--- config.mk ---
export PLATFORM = sky130hd
export DESIGN_NAME = cds_burst
export DESIGN_NICKNAME = d
export VERILOG_FILES = /design/src/design/cds_pkg.sv /design/src/design/cds_burst.sv
export SDC_FILE = /design/constraint.sdc
export NUM_CORES = 1
export LEC_CHECK = 0
export ABC_AREA = 1
export BUFFER_PORTS_ARGS = -buffer_cell sky130_fd_sc_hd__buf_2
export CAP_MARGIN = 10
export CORE_MARGIN = 2
export CORE_UTILIZATION = 35
export DETAILED_ROUTE_END_ITERATION = 10
export PLACE_DENSITY = 0.69
export SLEW_MARGIN = 15
export SYNTH_ARGS = -nofsm -noshare
export SYNTH_HDL_FRONTEND = slang
export SYNTH_SLANG_ARGS = --single-unit
--- constraint.sdc ---
create_clock -name clk -period 3.2 [get_ports clk]
set_input_delay 0.16 -clock clk [delete_from_list [all_inputs] [get_ports clk]]
set_output_delay 0.16 -clock clk [all_outputs]
set_load 0.01 [all_outputs]
--- src/design/cds_pkg.sv ---
// Shared types and constants for the 4:2:0 chroma downsampler.
// Used by cds_burst and chroma_downsample_420_pad8; depends on nothing else.
package cds_pkg;

	// Default sizing of the line store and the plane padding.
	localparam int MAX_WIDTH_DEF    = 4096;
	localparam int PAD_MULTIPLE_DEF = 8;

	// Fixed field widths.
	localparam int PIX_W     = 8;             // one chroma sample
	localparam int PAIR_W    = PIX_W + 1;     // sum of two samples
	localparam int SUM_W     = PIX_W + 2;     // sum of four samples
	localparam int DIM_W     = 13;            // image size registers
	localparam int CNT_W     = 12;            // pixel column and row counters
	localparam int HALF_W    = CNT_W - 1;     // plane coordinate of a pixel pair
	localparam int COORD_W   = DIM_W - 1;     // plane coordinate including padding
	localparam int PLANE_W   = 11;            // plane coordinate on the result port
	localparam int LINE_W    = 2 * PAIR_W;    // one line store entry, Cr above Cb
	localparam int CFG_IDX_W = 2;

	localparam logic [DIM_W-1:0] WIDTH_RST  = DIM_W'(640);
	localparam logic [DIM_W-1:0] HEIGHT_RST = DIM_W'(480);

	// Configuration register indexes.
	typedef enum logic [CFG_IDX_W-1:0] {
		CFG_WIDTH  = 2'd0,
		CFG_HEIGHT = 2'd1
	} cfg_reg_t;

	// One finished plane sample together with the run of padded copies it spans.
	typedef struct packed {
		logic [SUM_W-1:0]   cb_sum;
		logic [SUM_W-1:0]   cr_sum;
		logic [HALF_W-1:0]  row_start;
		logic [HALF_W-1:0]  col_start;
		logic [COORD_W-1:0] row_end;
		logic [COORD_W-1:0] col_end;
	} burst_cmd_t;

endpackage

--- src/design/cds_burst.sv ---
// Result stage of the chroma downsampler: holds one plane sample and walks its padded copies.
// Depends on cds_pkg for the command struct and field widths.
module cds_burst import cds_pkg::*; (
	input  logic               clk,
	input  logic               arst_n,
	input  logic               load_valid,
	input  burst_cmd_t         load_cmd,
	output logic               load_ready,
	output logic               res_valid,
	input  logic               res_ready,
	output logic [SUM_W-1:0]   cb_avg_x4,
	output logic [SUM_W-1:0]   cr_avg_x4,
	output logic [PLANE_W-1:0] plane_row,
	output logic [PLANE_W-1:0] plane_col,
	output logic               run_last
);

	logic               busy_q;
	logic [SUM_W-1:0]   cb_q;
	logic [SUM_W-1:0]   cr_q;
	logic [COORD_W-1:0] row_q;
	logic [COORD_W-1:0] col_q;
	logic [COORD_W-1:0] col_start_q;
	logic [COORD_W-1:0] row_end_q;
	logic [COORD_W-1:0] col_end_q;
	logic               row_done;
	logic               last;
	logic               load_go;
	logic               res_go;

	assign row_done   = (col_q == col_end_q);
	assign last       = row_done && (row_q == row_end_q);
	assign load_ready = !busy_q || (res_ready && last);
	assign load_go    = load_valid && load_ready;
	assign res_go     = busy_q && res_ready;

	assign res_valid = busy_q;
	assign cb_avg_x4 = cb_q;
	assign cr_avg_x4 = cr_q;
	assign plane_row = row_q[PLANE_W-1:0];
	assign plane_col = col_q[PLANE_W-1:0];
	assign run_last  = last;

	always_ff @(posedge clk or negedge arst_n) begin
		if (!arst_n) begin
			busy_q <= 1'b0;
		end else if (load_go) begin
			busy_q <= 1'b1;
		end else if (res_go && last) begin
			busy_q <= 1'b0;
		end
	end

	// Copies go out row by row, each row from the sample's own column rightward.
	always_ff @(posedge clk) begin
		if (load_go) begin
			cb_q        <= load_cmd.cb_sum;
			cr_q        <= load_cmd.cr_sum;
			row_q       <= {1'b0, load_cmd.row_start};
			col_q       <= {1'b0, load_cmd.col_start};
			col_start_q <= {1'b0, load_cmd.col_start};
			row_end_q   <= load_cmd.row_end;
			col_end_q   <= load_cmd.col_end;
		end else if (res_go) begin
			if (row_done) begin
				row_q <= row_q + COORD_W'(1);
				col_q <= col_start_q;
			end else begin
				col_q <= col_q + COORD_W'(1);
			end
		end
	end

endmodule

Word-level counts from Yosys, hierarchy flattened. Index checks and enable logic that the tools add are counted.

Flip-flop bits (word level): 80. Bits of input ports: 70. Output and inout port bits: 45. Word-level logic and storage cells: 34.

Add/subtract/negate cells: 2. Equality and inequality tests: 2. Muxes and demuxes: 8. Reductions and logical operators: 12.

Operators with widths (count): two-way mux 11 bit (5); adder 12 x 1 -> 12 bit (second input constant) (2); equality test 12 bit (2); two-way mux 12 bit (1); nonzero test 2 bit (3); logical AND 1 bit (5); AND reduction 2 bit (2); two-way mux 1 bit (2); logical NOT 1 bit (1); logical OR 1 bit (1).

Depth between registers and ports, before layout.
Depth after elaboration: 7. Gate-level depth with buffers: 13. Mapped depth without buffers: 12.

Worst setup path after synthesis. OpenSTA, ideal clock, no wires.

Path type: flip-flop to flip-flop. From: register col_q[4]. To: register cb_q[0], in the netlist cb_avg_x4[0], enable pin. Setup time: 0.410 ns. Data arrival time: 2.310 ns. Required time: 2.790 ns. Setup slack: 0.480 ns. Stages on the path, launching flop included: 10. Buffers on the path: 0. Period minus slack after synthesis: 2.720 ns. Cells stage by stage: edfxtp_1 -> xnor2_1 -> nand2_1 -> nor2_1 -> nand2_1 -> nor2_4 -> nand3_2 -> nand2_4 -> nand2_4 -> inv_1.

Word-level cells in the longest chain between the ends: 5.

Ends and longest elaborated chain: start, declared (line cds_burst.sv:22) `logic [COORD_W-1:0] col_q;`; start signal, assigned (line cds_burst.sv:60) `col_q <= {1'b0, load_cmd.col_start};`; start signal, assigned (line cds_burst.sv:67) `col_q <= col_start_q;`; start signal, assigned (line cds_burst.sv:69) `col_q <= col_q + COORD_W'(1);`; equality test 12 bit (line cds_burst.sv:31) `assign row_done = (col_q == col_end_q);`; logical AND 1 bit (line cds_burst.sv:32) `assign last = row_done && (row_q == row_end_q);`; logical AND 1 bit (line cds_burst.sv:33) `assign load_ready = !busy_q || (res_ready && last);`; logical OR 1 bit (line cds_burst.sv:33); logical AND 1 bit (line cds_burst.sv:34) `assign load_go = load_valid && load_ready;`; named net load_go (line cds_burst.sv:28) `logic load_go;`; end signal, assigned (line cds_burst.sv:57) `cb_q <= load_cmd.cb_sum;`; end, declared (line cds_burst.sv:19) `logic [SUM_W-1:0] cb_q;`.

The timed path passes the listed nets, and every way through them passes these cells. A chain may end at the register's enable or synchronous reset.

Worst setup path after layout.
From: register col_q[0]. To: register row_q[0], enable pin.

Word-level cells in the longest chain between the ends: 7. Elaborated cells on any way between the ends: 8. Those cells by class: eq/ne: 1; reduce/logical: 7.

Ends and longest elaborated chain: equality test 12 bit (*) (line cds_burst.sv:31); logical AND 1 bit (line cds_burst.sv:32); logical AND 1 bit (line cds_burst.sv:33); logical OR 1 bit (line cds_burst.sv:33); logical AND 1 bit (line cds_burst.sv:34); nonzero test 2 bit (no source line); AND reduction 2 bit (no source line) (*); end signal, assigned (line cds_burst.sv:59) `row_q <= {1'b0, load_cmd.row_start};`; end signal, assigned (line cds_burst.sv:66) `row_q <= row_q + COORD_W'(1);`; end, declared (line cds_burst.sv:21) `logic [COORD_W-1:0] row_q;`.

Mark *: on every way between the ends. The rest lies on a longest branch, timed or not.

==> impl_metrics.json <==
{
  "ys_warn_count": 0,
  "holdWs_ns": 0.0153,
  "cts_sinks": 80,
  "crit_type": "reg2reg",
  "grt_util_met2_pct": 24.4,
  "nFillCells": 1051,
  "htree_levels": 3,
  "cts_tree": "built",
  "antenna_found_initial": 0,
  "fmax_mhz": 371,
  "yosysUniqueCellTypes": 24,
  "fin_skew_ns": 0.0129,
  "cts_resized": 0,
  "clk_pin_slew_worst_paths_ns": 0.08,
  "grt_usage_pct": 15.5,
  "finalNetCount": 567,
  "synth_nets": 420,
  "leakagePower_nw": 2.13,
  "drc": 0,
  "grt_pass1_vias": 2893,
  "drive_gt1_share_pct": 27.3,
  "vias": 2818,
  "vias_per_cell": 4.41,
  "cts_buffers": 9,
  "finalHoldViolations": 0,
  "peakVddDrop_mv": 0.204,
  "met3_usage_pct": 4.94,
  "syn-cell-area_um2": 3800,
  "die_w_um": 108,
  "worst-r2r-setup-slack_ns": 0.50,
  "yosys-top-cells-area": "edfxtp_1, nand2_1, buf_4",
  "stdcell_count": 639,
  "die_area_um2": 11700,
  "io_pins": 115,
  "grt_start_max_net_pins": 47,
  "critical_path_arrival_ns": 2.68,
  "area_growth_pct": 33.1,
  "post_drt_wl_per_cell_um": 13.7,
  "drt.antenna.violating_nets": 0,
  "use_met1_pct": 20.6,
  "start_util_pct": 35.5,
  "rsz0062_at_grt": "no",
  "ys_ff_latch": 80,
  "async_flop_share_pct": 1.25,
  "power.density_nw_per_um2": 425,
  "regArea_um2": 2380,
  "synth_edf_count": 77,
  "multi_input_area_um2": 1110,
  "place_congestion": 0.873,
  "finalMaxSlewViolations": 0,
  "cts-root-buf": "clkbuf_8",
  "synth_flop_cell": "edfxtp_1",
  "grt_overflow_total": 0,
  "tightest_slew_ns": 0.666,
  "dr.pass1.iters": 5,
  "cts_buffer_depth": 2,
  "maxSlewHeadroom_pct": 55.6,
  "cp_max_fo": 26,
  "min_path_type": "in2reg",
  "rows": 38,
  "synth.avg_cell_area_um2": 10.9,
  "synth_top_area_share_pct": 60.9,
  "cp.required_ns": 3.18,
  "top_usage_layer": "met2",
  "diodes": 0,
  "drv_cap": 0,
  "worstSetupEndpointType": "register",
  "finalCritPeriodShare_pct": 84.3,
  "drt_iter0_markers": 181,
  "finalPower_mw": 2.15,
  "status": "completed",
  "setup_violations": 0,
  "chipHeight_um": 108,
  "start_kind": "register",
  "grt_pass1_wl_um": 13900,
  "clock_latency_ns": 0.35,
  "min_period_ns": 2.70,
  "ys_seq_area_share_pct": 62.6,
  "core_area_um2": 10700,
  "synth.largest_area_cell": "edfxtp_1",
  "finalSetupTns_ns": 0,
  "io_buffer_count": 114,
  "netlist_instances": 348,
  "wl_um": 8740,
  "post-dp-hpwl_um": 5960,
  "place_inst": 574
}
path summary, 6_finish.rpt:
path / from / endpoint / depth (start not counted)
setup / recovery: col_q[0] / row_q[0] / 11
hold / removal: load_cmd[30] / col_start_q[6] / 1
setup reg to reg: col_q[0] / row_q[0] / 11
hold reg to reg: col_q[11] / col_q[11] / 4
max in group asynchronous: arst_n / res_valid / 2
min in group asynchronous: arst_n / res_valid / 2
synthesized netlist by cell type (3+ instances only):
master    number
clkbuf_1       3
nand3_1       32
edfxtp_1      77
o21ai_0       10
nand2_1      103
xnor2_1       19
xor2_1        17
buf_4         24
nor3_1         5
inv_1         23
nor2_1        15
cell usage in the layout, fill, tap and decap left out, drive strengths merged:
cell / Yosys / routed
nand3b: 2 / 2
a22oi: 1 / 1
nor3: 5 / 5
dfxtp: 2 / 2
edfxtp: 77 / 77
bufinv: 0 / 2
dlygate4sd3: 0 / 50
inv: 24 / 24
ha: 2 / 2
xnor2: 19 / 19
clkinv: 0 / 3
nand3: 33 / 33
nand2: 105 / 105
clkbuf: 3 / 10
a21oi: 1 / 1
buf: 28 / 117
o21ai: 10 / 10
dfrtp: 1 / 1
nand4: 2 / 2
xor2: 17 / 17
nor2: 16 / 16
registers in the layout, summed over array words and instances (netlist names):
name and flops:
res_valid 1, row_q 12, cr_avg_x4 10, col_start_q 11
col_q 12, row_end_q 12, cb_avg_x4 10, col_end_q 12
layer usage:
layer	vias to the layer above	part of all wire, %
li1	1422	-
met1	1295	45
met2	92	47
met5	-	0
met3	9	6.6
met4	0	1.1
logic make-up (layout without fill, tap and decap cells):
family | after synthesis | after routing | share of synthesized area (%)
xor gates and xnor gates | 36 | 36 | 8.30
adders and majority gates | 2 | 2 | 0.659
buffers and inverters | 55 | 206 | 8.27
AOI/OAI and AO/OA | 12 | 12 | 1.75
DFF | 80 | 80 | 62.6
and+or+nand+nor | 163 | 163 | 18.4
through the flow:
| stage | instance area (um2) | util (%) | setup slack, ns |
|---|---|---|---|
| 2_1_floorplan | 3800 | - | 0.480 |
| 3_3_place_gp | 4350 | 40.7 | 0.589 |
| 3_5_place_dp | 4350 | 40.7 | 0.500 |
| 4_1_cts | 5050 | 47.3 | 0.473 |
| 5_1_grt | 5050 | 47.3 | 0.244 |
| 6_report | 5050 | 47.3 | 0.502 |
timing repair:
| item | CTS | global route |
|---|---|---|
| hold endpoints to repair | 50 | 0 |
| setup buffers | 0 | 0 |
| hold buffers | 50 | 0 |
layout make-up:
| class | count | area share, % |
|---|---|---|
| repair buffers | 167 | 21.9 |
| clock inverters | 5 | 1.44 |
| inverters | 24 | 1.78 |
| well taps | 140 | 3.47 |
| flip-flops and latches | 80 | 47.0 |
| clock buffers | 10 | 2.52 |
| multi-input cells | 213 | 21.9 |
worst max-delay path, stage by stage (launching register included):
cell and delay [ns]:
edfxtp_1 0.49, inv_1 0.09, nand2_1 0.05, nand2_1 0.05, nand2_1 0.05, nor2_1 0.16, nand2_1 0.11, nor2_4 0.11
nand3_2 0.10, nand2_4 0.26, nand2_4 0.24, a21oi_2 0.62
power breakdown:
group / leakage, nW / switching [mW] / internal, mW
combinational: 1.30 / 0.0770 / 0.106
sequential: 0.726 / 0.0199 / 1.16
clock: 0.101 / 0.353 / 0.429
total: 2.13 / 0.450 / 1.70
Power figures use the tool's default switching activity.
